`src/rtl/core/cqdd_ram.sv`:
```
// ----------------------------------------------------------------------------
// cqdd_ram
// Generic simple dual-port RAM: one write port, one read port, registered
// read data, valid in the cycle after the read is enabled. Contents are not reset.
// ----------------------------------------------------------------------------
module cqdd_ram #(
  parameter int WIDTH = 64,
  parameter int DEPTH = 64,
  parameter int AW    = (DEPTH > 1) ? $clog2(DEPTH) : 1
) (
  input  logic             clk,
  input  logic             we,
  input  logic [AW-1:0]    waddr,
  input  logic [WIDTH-1:0] wdata,
  input  logic             re,
  input  logic [AW-1:0]    raddr,
  output logic [WIDTH-1:0] rdata
);

  logic [WIDTH-1:0] mem [DEPTH];

  // Write port
  always_ff @(posedge clk) begin
    if (we) begin
      mem[waddr] <= wdata;
    end
  end

  // Registered read port
  always_ff @(posedge clk) begin
    if (re) begin
      rdata <= mem[raddr];
    end
  end

endmodule

```
`config.mk`:
```
export PLATFORM = sky130hd
export DESIGN_NAME = cqdd_ram
export DESIGN_NICKNAME = d
export VERILOG_FILES = /design/src/rtl/core/cqdd_ram.sv
export SDC_FILE = /design/constraint.sdc
export NUM_CORES = 2
export LEC_CHECK = 0
export ABC_AREA = 1
export BUFFER_PORTS_ARGS = -buffer_cell sky130_fd_sc_hd__buf_2
export CELL_PAD_IN_SITES_DETAIL_PLACEMENT = 2
export CELL_PAD_IN_SITES_GLOBAL_PLACEMENT = 2
export CORE_UTILIZATION = 48
export DETAILED_ROUTE_END_ITERATION = 7
export PLACE_DENSITY_LB_ADDON = 0.3
export SYNTH_ARGS = -nofsm -noshare
export SYNTH_HDL_FRONTEND = slang
export SYNTH_SLANG_ARGS = --single-unit
```
`constraint.sdc`:
```
create_clock -name clk -period 16.2 [get_ports clk]
set_input_delay 1.62 -clock clk [delete_from_list [all_inputs] [get_ports clk]]
set_output_delay 1.62 -clock clk [all_outputs]
set_load 0.03 [all_outputs]
```
==> results.md, run 1 <==
* # IOs at around 140
* Seq cells post-synth at 4160
* Die Y at 590 µm
* Sequential fraction of the synthesis area at ~75%
* Cell count after synthesis at 13400
* Port bufs at 142
* Syn. warnings at 0
* Initial Util at roughly half
* Yosys cell types at 15
* Avg Cell Area, Syn at about 12 µm²
* FP Rows at 215
* Status: stopped before the end
* GP Congestion at 0.802
* Synth Net Count at 13500
* Post-Syn Area at 166000 µm²
* HPWL Detailed at around 380000 µm
* Halt Stage: detailed placement (3_5_place_dp)
* Die X at 590 µm
* Tool error: [ERROR DPL-0033] detailed placement checks failed during check placement.
logic make-up after synthesis:
| logic type | share of synthesized area [%] |
|---|---|
| and+or+nand+nor | 21.8 |
| DFF | 75.3 |
| buffers and inverters | 2.94 |
synthesized netlist by cell type:
cell      count  area (µm²)
inv_2         2        7.51
edfxtp_1   4160      125000
buf_6        40         450
nand2_1    4416       16600
clkbuf_1    147         552
nand3_1    3847       19300
nor4_1        8        50.1
buf_4       134        1010
inv_1         8        30.0
nor2_1       56         210
inv_4         2        12.5
buf_8         3        45.0
buf_1        72         270
buf_2       501        2510
nand4_1       9        56.3
per-stage QoR:
step	setup slack, ns	hold WS (ns)	cells
floorplan	7.30	0.797	13400
global placement	8.64	0.857	17400
==> run 2: changes to the inputs <==
- CELL_PAD_IN_SITES_DETAIL_PLACEMENT: 2 -> not set
- CELL_PAD_IN_SITES_GLOBAL_PLACEMENT: 2 -> not set
- CORE_UTILIZATION: 48 -> 40
- PLACE_DENSITY_LB_ADDON: 0.3 -> 0.15
==> results.md, run 2 <==
* CTS tree: done
* Final hold vios at 0
* Yosys cell types at 15
* CTS resizes at 0
* Vias at 111000
* Vias in the first global route at 103000
* Syn. warnings at 0
* Crit end category: register
* Crit-path slowest cell: buf_4
* Status: finished clean
* Die area at 417000 µm²
* Worst setup path startpoint: raddr[0]
* Filler instances at 37200
* Placed Cells at roughly 18000
* Postcts setup bufs at 0
* WHS at 0.859 ns
* Worst VDD drop at 0.0901 mV
* Root buf cell: clkbuf_16
* Worst Path Arrival at 7.18 ns
* Share of layout cells above drive strength 1 at 7.75%
* GR Util All Layers at 26.9%
* Worst-path fanout max at 101
* # hold bufs at CTS at 0
* Max-slew violations at 0
* Final std cells w/o fill at 19200
* Critical R2R Launch: mem[38][12]
* Pre-CTS WS at 9.07 ns
* WL final at between 500000 and 600000 µm
* Post-Syn Area at between 150000 and 200000 µm²
* Largest net degree at the start of global routing at ~230
* Gr ovfl total at 0
* First-pass GRT wire length at 803000 µm
* H-Tree Level Count at 5
* Final design utilization at 44.8%
* Share of the synthesized area in the top cell type at between 70% and 80%
* Relative slew margins at 11.2%
* DR WL/cell at 29.9 µm
* Port bufs at 142
* Worst slew pin tran at ~1.3 ns
* # IOs at 143
* P_leak at 64.2 nW
* Area of the multi-input gates at 36600 µm²
* Drt drc at 0
* Max reg flops at around 4000
* Worst-path cell chain: buf_12 > buf_4 > buf_4 > buf_4 > buf_4 > buf_4 > nand2_1 > nand3_1 > nand3_1 > nand3_1 > nand3_1 > nand2_1 > nand2_1 > nand2_1
* Initial Util at roughly two fifths
* Switching power at 0.00529 W
* Synth Net Count at around 13000
* Syn-to-layout area delta at 11.5%
* Crit path kind: in -> reg
* Crit path largest cell delay at 0.94 ns
* Internal power at 0.0177 W
* Reg with most FFs: mem
* Primary FF master, synth: edfxtp_1
* Setup tns final at 0 ns
* Sw Share at 23.0%
* Max Cap Viol at 0
* Initial DRC count at 13100
* Cell count after synthesis at roughly 13000
* Count leader, synth: nand2_1
* Worst skew pair latency at 1.02 ns
* FP Rows at 236
* Die X at 646 µm
* Clock Tree Buf Depth at 4
* Clock share of power at 42.1%
* Seq cells post-synth at 4160
* GP Congestion at 0.799
* Drt first pass iters at 6
* Crit-path most repeated cell: buf_4
* Initial antenna violation count at 52
* Unrepaired setup endpoints after global routing: false
* Post-synth ARST share at 0%
* CP Launch Type: input pin
* Top flop regs: mem: 4096 flops, rdata: 64 flops
* Post-synth EDFFs at between 4000 and 5000
* Clock Sinks at roughly 4200
* Critical path required time at 17.06 ns
* Most frequent cells after synthesis: nand2_1, edfxtp_1, nand3_1
* Pwr Density at ~120 nW/µm²
* Achievable Freq at 0.158 GHz
* NumNets Final at around 13000
* Worst-path clk slew at 0.06 ns
* Sequential fraction of the synthesis area at 75.3%
* Gate power share at 5.7%
* Die Y at 646 µm
* Commonest non-fill, non-tap cell in the layout: nand2_1
* Hold path start: mem[46][43]
* Final ANT Viol Nets at 0
* Final setup fails at 0
* Register area at 125000 µm²
* Core ar. at 413000 µm²
* Yosys top cell by area: edfxtp_1
* Vias per cell at 5.76
* Commonest cells after routing, fill and taps aside: nand2_1, edfxtp_1, nand3_1, clkbuf_16, buf_4
* Crit share post-route at approximately two fifths
* HPWL Detailed at 281000 µm
* TritonCTS Buffers at 436
* Setup ws final at between 9 and 10 ns
* Min-Delay Path Class: reg -> reg
* Clock Skews at 0.0591 ns
* Sequential power share at 52.2%
* Minimum clock period at 6.32 ns
* Avg Cell Area, Syn at 12.4 µm²
* Top cells by area, synth: edfxtp_1, nand3_1, nand2_1
run 2: cell counts after synthesis:
Identical to the previous run, type by type.
run 2: power by group through the flow:
stage / clock, W / sequential (W) / combinational [W]
detailed placement: 0 / 0.0122 / 0.00131
CTS: 0.00980 / 0.0120 / 0.00131
floorplan: 0 / 0.0122 / 0.000736
finish: 0.00967 / 0.0120 / 0.00132
global placement: 0 / 0.0122 / 0.00130
global route: 0.0102 / 0.0120 / 0.00142
run 2: final cells by class:
class	instances	share of cell area, %
Sequential cell	4160	67.5
Clock buffer	535	6.13
Antenna cell	12	0.0162
Multi-Input combinational cell	8336	19.8
Tap cell	5474	3.70
Inverter	12	0.0554
Timing Repair Buffer	414	1.64
Clock inverter	256	1.16
run 2: logic make-up after synthesis:
group	after synthesis	share of synthesized area (%)
DFF	4160	75.3
buffers and inverters	909	2.94
and+or+nand+nor	8336	21.8
run 2: final timing paths:
| check | cells after the start | slack (ns) | to |
|---|---|---|---|
| worst max-delay path | 14 | 9.88 | rdata[46] |
| worst min-delay path | 8 | 0.86 | rdata[43] |
| worst max register to register | 8 | 14.23 | rdata[12] |
| worst min register to register | 8 | 0.86 | rdata[43] |
run 2: through the flow:
| stage | area [µm²] | total power (W) |
|---|---|---|
| 2_1_floorplan | 166000 | 0.0130 |
| 3_3_place_gp | 171000 | 0.0135 |
| 3_5_place_dp | 172000 | 0.0135 |
| 4_1_cts | 185000 | 0.0231 |
| 5_1_grt | 185000 | 0.0236 |
| 6_report | 185000 | 0.0230 |
run 2: critical path: cells and delay by family:
family / cells / cell delay (ns)
AND/OR/NAND/NOR: 8 / 0.93
buffers and inverters: 6 / 4.14
run 2: metal layers:
| layer | up-vias | part of all wire (%) | global-route usage (%) |
|---|---|---|---|
| li1 | 47900 | - | - |
| met4 | 20 | 3.6 | 8.63 |
| met1 | 56500 | 41 | 37.2 |
| met3 | 962 | 8.3 | 4.45 |
| met5 | - | 0.023 | 0 |
| met2 | 5140 | 47 | 43.5 |
Note: power is estimated with default switching activity, not from simulation.
